<file path="src/design/ist_pkg.sv">
// shared types and codes for the interval set table
package ist_pkg;

    localparam logic [1:0] CMD_ADD = 2'd0;
    localparam logic [1:0] CMD_REMOVE = 2'd1;
    localparam logic [1:0] CMD_QUERY = 2'd2;

    localparam logic [1:0] ST_OK = 2'd0;
    localparam logic [1:0] ST_FULL = 2'd1;
    localparam logic [1:0] ST_BAD = 2'd2;

    typedef struct packed {
        logic [1:0]  cmd;
        logic [31:0] range_low;
        logic [31:0] range_high;
    } in_t;

    typedef struct packed {
        logic       covered;
        logic [1:0] status;
        logic [6:0] interval_count;
    } out_t;

    typedef enum logic [2:0] {
        K_ADD,
        K_REMOVE,
        K_QUERY,
        K_BAD,
        K_NOP
    } kind_t;

    typedef struct packed {
        kind_t       kind;
        logic [31:0] lo;
        logic [31:0] hi;
    } job_t;

    typedef enum logic [2:0] {
        S_IDLE,
        S_RUN,
        S_EXTRA,
        S_FINAL,
        S_DONE
    } state_t;

endpackage

</file>
<file path="src/design/ist_front.sv">
// front end: accepts and classifies items into a two-entry queue
module ist_front #(
    parameter int COORD_WIDTH = 32
) (
    input  logic         clk,
    input  logic         rst_n,
    input  logic         start,
    input  ist_pkg::in_t item,
    output logic         busy,
    input  logic         pop,
    output logic         job_valid,
    output ist_pkg::job_t job
);
    import ist_pkg::*;

    localparam int CE = (COORD_WIDTH < 32) ? COORD_WIDTH : 32;
    localparam logic [31:0] MASK = 32'hFFFF_FFFF >> (32 - CE);

    job_t       q_reg [2];
    logic       wp_reg, wp_next;
    logic       rp_reg, rp_next;
    logic [1:0] cnt_reg, cnt_next;
    job_t       in_job;
    logic       push;
    logic       do_pop;

    always_comb
    begin
        in_job.lo = item.range_low & MASK;
        in_job.hi = item.range_high & MASK;
        unique case (item.cmd)
            CMD_ADD:    in_job.kind = K_ADD;
            CMD_REMOVE: in_job.kind = K_REMOVE;
            CMD_QUERY:  in_job.kind = K_QUERY;
            default:    in_job.kind = K_NOP;
        endcase
        if (in_job.kind != K_NOP && in_job.lo >= in_job.hi)
        begin
            in_job.kind = K_BAD;
        end
    end

    assign busy = (cnt_reg == 2'd2);
    assign push = start && !busy;
    assign job_valid = (cnt_reg != 2'd0);
    assign do_pop = pop && job_valid;
    assign job = q_reg[rp_reg];

    always_comb
    begin
        wp_next = push ? !wp_reg : wp_reg;
        rp_next = do_pop ? !rp_reg : rp_reg;
        cnt_next = cnt_reg + {1'b0, push} - {1'b0, do_pop};
    end

    always_ff @(posedge clk)
    begin
        if (push)
        begin
            q_reg[wp_reg] <= in_job;
        end
    end

    always_ff @(posedge clk or negedge rst_n)
    begin
        if (!rst_n)
        begin
            wp_reg <= 1'b0;
            rp_reg <= 1'b0;
            cnt_reg <= 2'd0;
        end
        else
        begin
            wp_reg <= wp_next;
            rp_reg <= rp_next;
            cnt_reg <= cnt_next;
        end
    end

endmodule

</file>
<file path="config.mk">
export PLATFORM = sky130hd
export DESIGN_NAME = ist_front
export DESIGN_NICKNAME = d
export VERILOG_FILES = /design/src/design/ist_pkg.sv /design/src/design/ist_front.sv
export SDC_FILE = /design/constraint.sdc
export NUM_CORES = 1
export LEC_CHECK = 0
export ABC_AREA = 0
export BUFFER_PORTS_ARGS = -buffer_cell sky130_fd_sc_hd__buf_4
export CORE_MARGIN = 2
export CORE_UTILIZATION = 40
export DETAILED_ROUTE_END_ITERATION = 7
export SYNTH_ARGS = -nofsm -noshare
export SYNTH_HDL_FRONTEND = slang
export SYNTH_SLANG_ARGS = --single-unit
</file>
<file path="constraint.sdc">
create_clock -name clk -period 4.9 [get_ports clk]
set_input_delay 0.49 -clock clk [delete_from_list [all_inputs] [get_ports clk]]
set_output_delay 0.49 -clock clk [all_outputs]
set_load 0.005 [all_outputs]
</file>
==> reports/qor.csv, run 1 <==
stage,metric,value,unit
global_routing,pin count of the biggest net entering global routing,69,
sta,Clock Skew,0.00547,ns
global_routing,initial antenna violation count,0,
critical_path,critical path startpoint category,register,
floorplan,core area,14500,µm²
clocking,CTS sink count,138,
critical_path,CP max FO,68,
power,Peak VDD IR,0.249,mV
critical_path,Worst EP arrival,2.12,ns
routing,vias per cell,4.75,
worst_hold_path,Hold Crit Class,in2reg,
global_routing,first-pass GRT wire length,17.6,mm
clocking,Root Buffer,clkbuf_16,
routing,total number of vias,3272,
power,Leak,3.11,nW
floorplan,Die X,125,µm
routing,post-route ant nets,0,
routing,number of remaining DRC errors,0,
clocking,total CTS buffers,17,
floorplan,Die ar.,15700,µm²
cells_and_area,Layout Utilization,53.5,%
routing,initial drt markers,117,
run_status,status,"finished, final reports clean",
critical_path,Reg2Reg Setup Slack,2.54,ns
clocking,"Clk pin slew, worst setup/hold paths",0.06,ns
sta,setup_tns,0,ns
sta,final setup violation count,0,
clocking,clk buf depth,2,
synthesis,mean post-synth cell area,17.2,µm²
power,Pwr Total,0.00418,W
floorplan,IO Pins,139,
power,sw frac,25.9,%
placed_design,dpl cells,657,
clocking,CTS HTree Levels,4,
placed_design,Placer Congestion,0.734,
placed_design,dpl hpwl,7.55,mm
sta,Worst slew margin,34.1,%
critical_path,Critical Path Start,rp_reg$_DFFE_PN0P_,
critical_path,CP endpoint kind,output port,
job,Max Cap Viol,0,
synthesis,total of warnings raised by yosys,0,
sta,Final Cycle Share,53.3,%
global_routing,GRT Overall Usage,14.8,%
worst_hold_path,hold path startpoint,item[6],
cells_and_area,diodes inserted,0,
clocking,TritonCTS clock tree,done,
power,Power Internal,0.00310,W
clocking,worst skew pair latency,0.41,ns
sta,Hold Slack,0.271,ns
worst_hold_path,Hold Path End,q_reg[0][6]$_DFFE_PP_,
routing,drt total wl,11.3,mm
synthesis,synthesized instance count,342,
critical_path,CP Class,reg2out,
cells_and_area,max FFs per register,134,
synthesis,"Seq/Total Area, Yosys",70.1,%
routing,drt first pass iters,4,
sta,Worst-Margin Slew,0.989,ns
power,Sw Pwr,0.00108,W
synthesis,synthesized net count,446,
floorplan,Starting Density,40.6,%
placed_design,Port Buffers,138,
critical_path,Reg2Reg Launch Point,cnt_reg[1]$_DFF_PN0_,
global_routing,number of global-route vias before repair,3488,
synthesis,library cells used by synthesis,34,
clocking,Setup Buffers After CTS,0,
power,Sequential Power Share,42.9,%
sta,final-report hold violation count,0,
worst_hold_path,Hold Path Depth,1,
synthesis,Post-Syn Area,5880,µm²
cells_and_area,post-route non-filler standard cell count,689,
cells_and_area,Fill cells,1220,
power,Comb power frac,26.0,%
cells_and_area,fin nets,597,
floorplan,Rows,44,
sta,RSZ-0062 raised after global routing,false,
global_routing,Overflow after GRT,0,
critical_path,depth of the most critical reg-to-reg path,4,
critical_path,R2R Path End,q_reg[0][38]$_DFFE_PP_,
cells_and_area,share of cells above drive strength 1,44.6,%
power,power share of the clock group,31.1,%
power,Power Dens Cells,539,nW/µm²
cells_and_area,Area growth syn-to-layout,31.7,%
sta,fin crit period,2.61,ns
critical_path,Worst EP required,4.41,ns
sta,max-slew violations,0,
floorplan,Die Y,125,µm
routing,routed len/inst,16.3,µm
sta,f_max,383,MHz
synthesis,Seq cells post-synth,138,
==> per-stage QoR <==
step	setup slack (ns)	instance area [µm²]
after CTS	2.27	7750
final	2.29	7750
after global routing	2.20	7750
after global placement	2.45	7130
after floorplan	1.02	5880
after detailed placement	2.44	7130
==> layout by cell type (no fill, tap or decap), types with 2 or more instances in the layout <==
cell / count
o21ai_0: 4
inv_1: 37
a31oi_1: 2
nor2_1: 2
clkbuf_16: 17
and4_1: 5
nand3_1: 4
bufinv_16: 4
buf_4: 139
a21o_1: 2
dfrtp_1: 3
xnor2_1: 3
edfxtp_1: 134
mux2_2: 47
nand2_1: 5
mux2_1: 20
clkinv_4: 3
a21oi_1: 13
nand4_1: 2
clkinv_2: 4
ha_1: 34
==> power groups by stage <==
stage / logic (W) / registers [W] / clock network (W)
CTS: 0.00112 / 0.00180 / 0.00133
finish: 0.00109 / 0.00179 / 0.00130
global placement: 0.00110 / 0.00181 / 0
floorplan: 0.000641 / 0.00170 / 0
global route: 0.00118 / 0.00183 / 0.00138
detailed placement: 0.00111 / 0.00183 / 0
==> timing repair <==
action | CTS | global route
endpoints found under the hold margin | 4 | 0
hold buffers | 1 | 0
resized for setup | 0 | 0
==> cells in the mapped netlist <==
cell type | n | area [µm²]
a2111oi_2 | 1 | 15.0
a2111oi_4 | 1 | 27.5
a211oi_2 | 1 | 12.5
a21boi_0 | 1 | 7.51
a21o_1 | 2 | 15.0
a21o_2 | 1 | 8.76
a21oi_1 | 13 | 65.1
a311o_1 | 1 | 10.0
a31oi_1 | 2 | 12.5
and2_1 | 1 | 6.26
and3_1 | 1 | 6.26
and4_1 | 5 | 43.8
buf_2 | 5 | 25.0
buf_4 | 2 | 15.0
clkbuf_1 | 1 | 3.75
dfrtp_1 | 4 | 100
edfxtp_1 | 134 | 4020
ha_1 | 34 | 425
inv_1 | 37 | 139
mux2_1 | 20 | 225
mux2_2 | 47 | 529
nand2_1 | 5 | 18.8
nand2_2 | 1 | 6.26
nand2b_1 | 1 | 6.26
nand2b_4 | 1 | 13.8
nand3_1 | 4 | 20.0
nand4_1 | 2 | 12.5
nor2_1 | 3 | 11.3
o21ai_0 | 4 | 20.0
o21ai_1 | 1 | 5.00
o31ai_2 | 1 | 12.5
or2_1 | 1 | 6.26
xnor2_1 | 3 | 26.3
xor2_1 | 1 | 8.76
==> worst max-delay path by stage <==
stage | endpoint | slack (ns)
after CTS | job[36] | 2.27
final | job[36] | 2.29
after global routing | job[36] | 2.20
after floorplan | q_reg[0][0]$_DFFE_PP_ | 1.02
after detailed placement | q_reg[0][11]$_DFFE_PP_ | 2.44
after global placement | q_reg[0][43]$_DFFE_PP_ | 2.45
==> routing by layer <==
layer,global-route usage (%),vias up,part of all wire [%]
li1,-,1604,-
met1,18.0,1550,44
met2,23.5,103,48
met3,5.99,15,7.0
met4,6.27,0,1.5
met5,0,-,0
==> area by class of cell <==
| cell class | count | area (µm²) | area share (%) |
|---|---|---|---|
| tap | 184 | 230 | 2.97 |
| clock buffer | 18 | 429 | 5.54 |
| inverter | 37 | 139 | 1.79 |
| multi-input combinational | 159 | 1590 | 20.5 |
| sequential | 138 | 4130 | 53.3 |
| timing repair buffer | 140 | 1050 | 13.6 |
| clock inverter | 13 | 178 | 2.29 |
==> critical path: stages (launching register included) <==
cell and delay (ns):
dfrtp_4 1.04, mux2_2 0.45, buf_4 0.14
==> kinds of logic after synthesis <==
logic type	count (synthesis)	share of synthesized area [%]
compound gates	29	3.59
xor+xnor	4	0.595
fa+ha+maj	34	7.23
buf+inv	45	3.10
flops	138	70.1
mux	67	12.8
simple gates	25	2.57
Power figures use the tool's default switching activity.
==> run 2: changes to the inputs <==
==> constraint.sdc (replaced) <==
create_clock -name clk -period 2.2 [get_ports clk]
set_input_delay 0.22 -clock clk [delete_from_list [all_inputs] [get_ports clk]]
set_output_delay 0.22 -clock clk [all_outputs]
set_load 0.005 [all_outputs]
==> reports/qor.csv, run 2 (synthesis results as in run 1) <==
stage,metric,value,unit,change
run_status,status,"finished, final reports clean",,
critical_path,CP max FO,3,,-96%
clocking,clk buf depth,2,,unchanged
job,Max Cap Viol,0,,unchanged
sta,final-report hold violation count,0,,unchanged
cells_and_area,Storage cell area,4130,µm²,about the same
clocking,Root Buffer,clkbuf_16,,
routing,number of remaining DRC errors,0,,unchanged
routing,vias per cell,4.70,,-0.98%
clocking,CTS sink count,138,,unchanged
global_routing,pin count of the biggest net entering global routing,69,,unchanged
sta,Worst-Margin Slew,0.413,ns,-0.576 ns
sta,setup_tns,0,ns,unchanged
sta,Final Cycle Share,92.6,%,
cells_and_area,share of cells above drive strength 1,39.2,%,-5.4 points
routing,drt total wl,11.6,mm,+3.4%
critical_path,CP endpoint kind,register,,
floorplan,core area,14500,µm²,unchanged
cells_and_area,Area growth syn-to-layout,43.0,%,
critical_path,"Slowest-stage cell, CP",dlygate4sd3_1,,
cells_and_area,most frequent cells in the layout,"buf_4, edfxtp_1, dlygate4sd3_1",,
cells_and_area,final instance area,8410,µm²,+8.6%
cells_and_area,Fill cells,1153,,-5.5%
global_routing,Overflow after GRT,0,,unchanged
floorplan,Die Y,125,µm,unchanged
critical_path,R2R Path End,cnt_reg[1]$_DFF_PN0_,,
cells_and_area,max FFs per register,134,,unchanged
power,Peak VDD IR,0.811,mV,+230%
sta,fin crit period,2.04,ns,
sta,Worst slew margin,72.5,%,+38 points
critical_path,worst-path cell chain,dlygate4sd3_1 -> buf_4 -> inv_1 -> ha_1 -> a21oi_1 -> a21boi_0 -> a311o_1 -> a211oi_2 -> a31oi_1,,
global_routing,GRT Overall Usage,15.5,%,+0.71 points
sta,final setup violation count,0,,unchanged
power,Power Dens Cells,1110,nW/µm²,+110%
clocking,CTS HTree Levels,4,,unchanged
critical_path,Reg2Reg Launch Point,cnt_reg[1]$_DFF_PN0_,,
routing,post-route ant nets,0,,unchanged
routing,drt first pass iters,4,,unchanged
placed_design,dpl hpwl,7.32,mm,-3.1%
floorplan,Die ar.,15700,µm²,unchanged
routing,routed len/inst,15.4,µm,-5.8%
floorplan,IO Pins,139,,unchanged
global_routing,number of global-route vias before repair,3841,,+10%
sta,Clock Skew,0.00354,ns,-0.00194 ns
cells_and_area,diodes inserted,0,,unchanged
global_routing,first-pass GRT wire length,18.7,mm,+6.7%
sta,RSZ-0062 raised after global routing,false,,
routing,initial drt markers,157,,+34%
clocking,worst skew pair latency,0.41,ns,about the same
placed_design,Port Buffers,138,,unchanged
sta,max-slew violations,0,,unchanged
power,Leak,3.38,nW,+8.7%
cells_and_area,"commonest non-fill, non-tap cell in the layout",buf_4,,
critical_path,Reg2Reg Setup Slack,0.51,ns,-2.03 ns
clocking,Setup Buffers After CTS,0,,unchanged
cells_and_area,fin nets,663,,+11%
floorplan,Die X,125,µm,unchanged
cells_and_area,multi-input logic area,1590,µm²,unchanged
critical_path,critical path startpoint category,primary input,,
critical_path,depth of the most critical reg-to-reg path,7,,+3
placed_design,Placer Congestion,0.705,,-4.0%
worst_hold_path,Hold Crit Class,in2async,,
placed_design,placed inst area,7180,µm²,+0.70%
critical_path,CP max stage delay,0.53,ns,-0.51 ns
floorplan,Starting Density,40.6,%,unchanged
critical_path,Worst EP arrival,2.17,ns,+0.05 ns
critical_path,Worst EP required,2.34,ns,-2.07 ns
global_routing,initial antenna violation count,0,,unchanged
critical_path,CP Class,in2reg,,
routing,total number of vias,3555,,+8.6%
clocking,"Clk pin slew, worst setup/hold paths",0.05,ns,about the same
clocking,total CTS buffers,17,,unchanged
clocking,TritonCTS clock tree,done,,
sta,f_max,491,MHz,
floorplan,Rows,44,,unchanged
[run 2: cell types whose count changed in the layout (fill, tap and decap cells not counted), sizes merged]
| cell | change |
|---|---|
| dlygate4sd3 | +64 |
| clkbuf | +6 |
| bufinv | -1 |
| buf | +2 |
| clkinvlp | +1 |
| clkinv | -5 |
[run 2: timing repair]
| action | 4_1_cts | 5_1_grt |
|---|---|---|
| endpoints found under the hold margin | 131 | 0 |
| gates resized for setup | 0 | 0 |
| setup endpoints to repair | 0 | 2 |
| hold buffers | 65 | 0 |
[run 2: how the worst max path moves through the flow]
| stage | to | startpoint | slack [ns] | cells after the start |
|---|---|---|---|---|
| after global routing | q_reg[1][64]$_DFFE_PP_ | item[30] | 0.02 | 9 |
| after CTS | q_reg[1][64]$_DFFE_PP_ | item[55] | 0.11 | 8 |
| after floorplan | q_reg[0][0]$_DFFE_PP_ | cnt_reg[1]$_DFF_PN0_ | 0.17 | 3 |
| after detailed placement | q_reg[1][64]$_DFFE_PP_ | item[23] | 0.22 | 8 |
| final | q_reg[1][64]$_DFFE_PP_ | item[30] | 0.16 | 9 |
| after global placement | q_reg[0][64]$_DFFE_PP_ | item[23] | 0.26 | 8 |
[run 2: layout make-up]
class / instances / area share [%]
clock buffers: 24 / 5.49
clock inverters: 8 / 1.43
inverters: 37 / 1.65
repair buffers: 206 / 20.8
flip-flops and latches: 138 / 49.0
multi-input cells: 159 / 18.9
well taps: 184 / 2.74
[run 2: through the flow]
stage | hold WS, ns | worst slack, ns | power, W | utilization [%] | instances
finish | 0.142 | 0.162 | 0.00938 | 58.1 | 756
global route | 0.134 | 0.0178 | 0.00988 | 58.1 | 756
CTS | 0.125 | 0.113 | 0.00953 | 58.1 | 756
detailed placement | 0.0190 | 0.217 | 0.00660 | 49.6 | 659
global placement | 0.0187 | 0.260 | 0.00657 | 49.6 | 659
floorplan | -0.0756 | 0.173 | 0.00519 | - | 342
[run 2: report_power, final]
group	internal [W]	switching (W)	leakage (nW)
sequential	0.00360	0.000134	1.29
clock	0.00181	0.000986	0.278
combinational	0.00156	0.00130	1.81
total	0.00696	0.00242	3.38
[run 2: critical path: cells and delay by family]
kind,cells,cell delay [ns]
AOI/OAI and AO/OA,5,0.95
adders and majority gates,1,0.31
buffers and inverters,3,0.69
[run 2: routing by layer]
metal / share of wire, % / global-route usage (%)
met1: 44 / 18.8
met2: 48 / 25.7
met3: 5.7 / 4.79
met4: 1.9 / 6.67
met5: 0 / 0
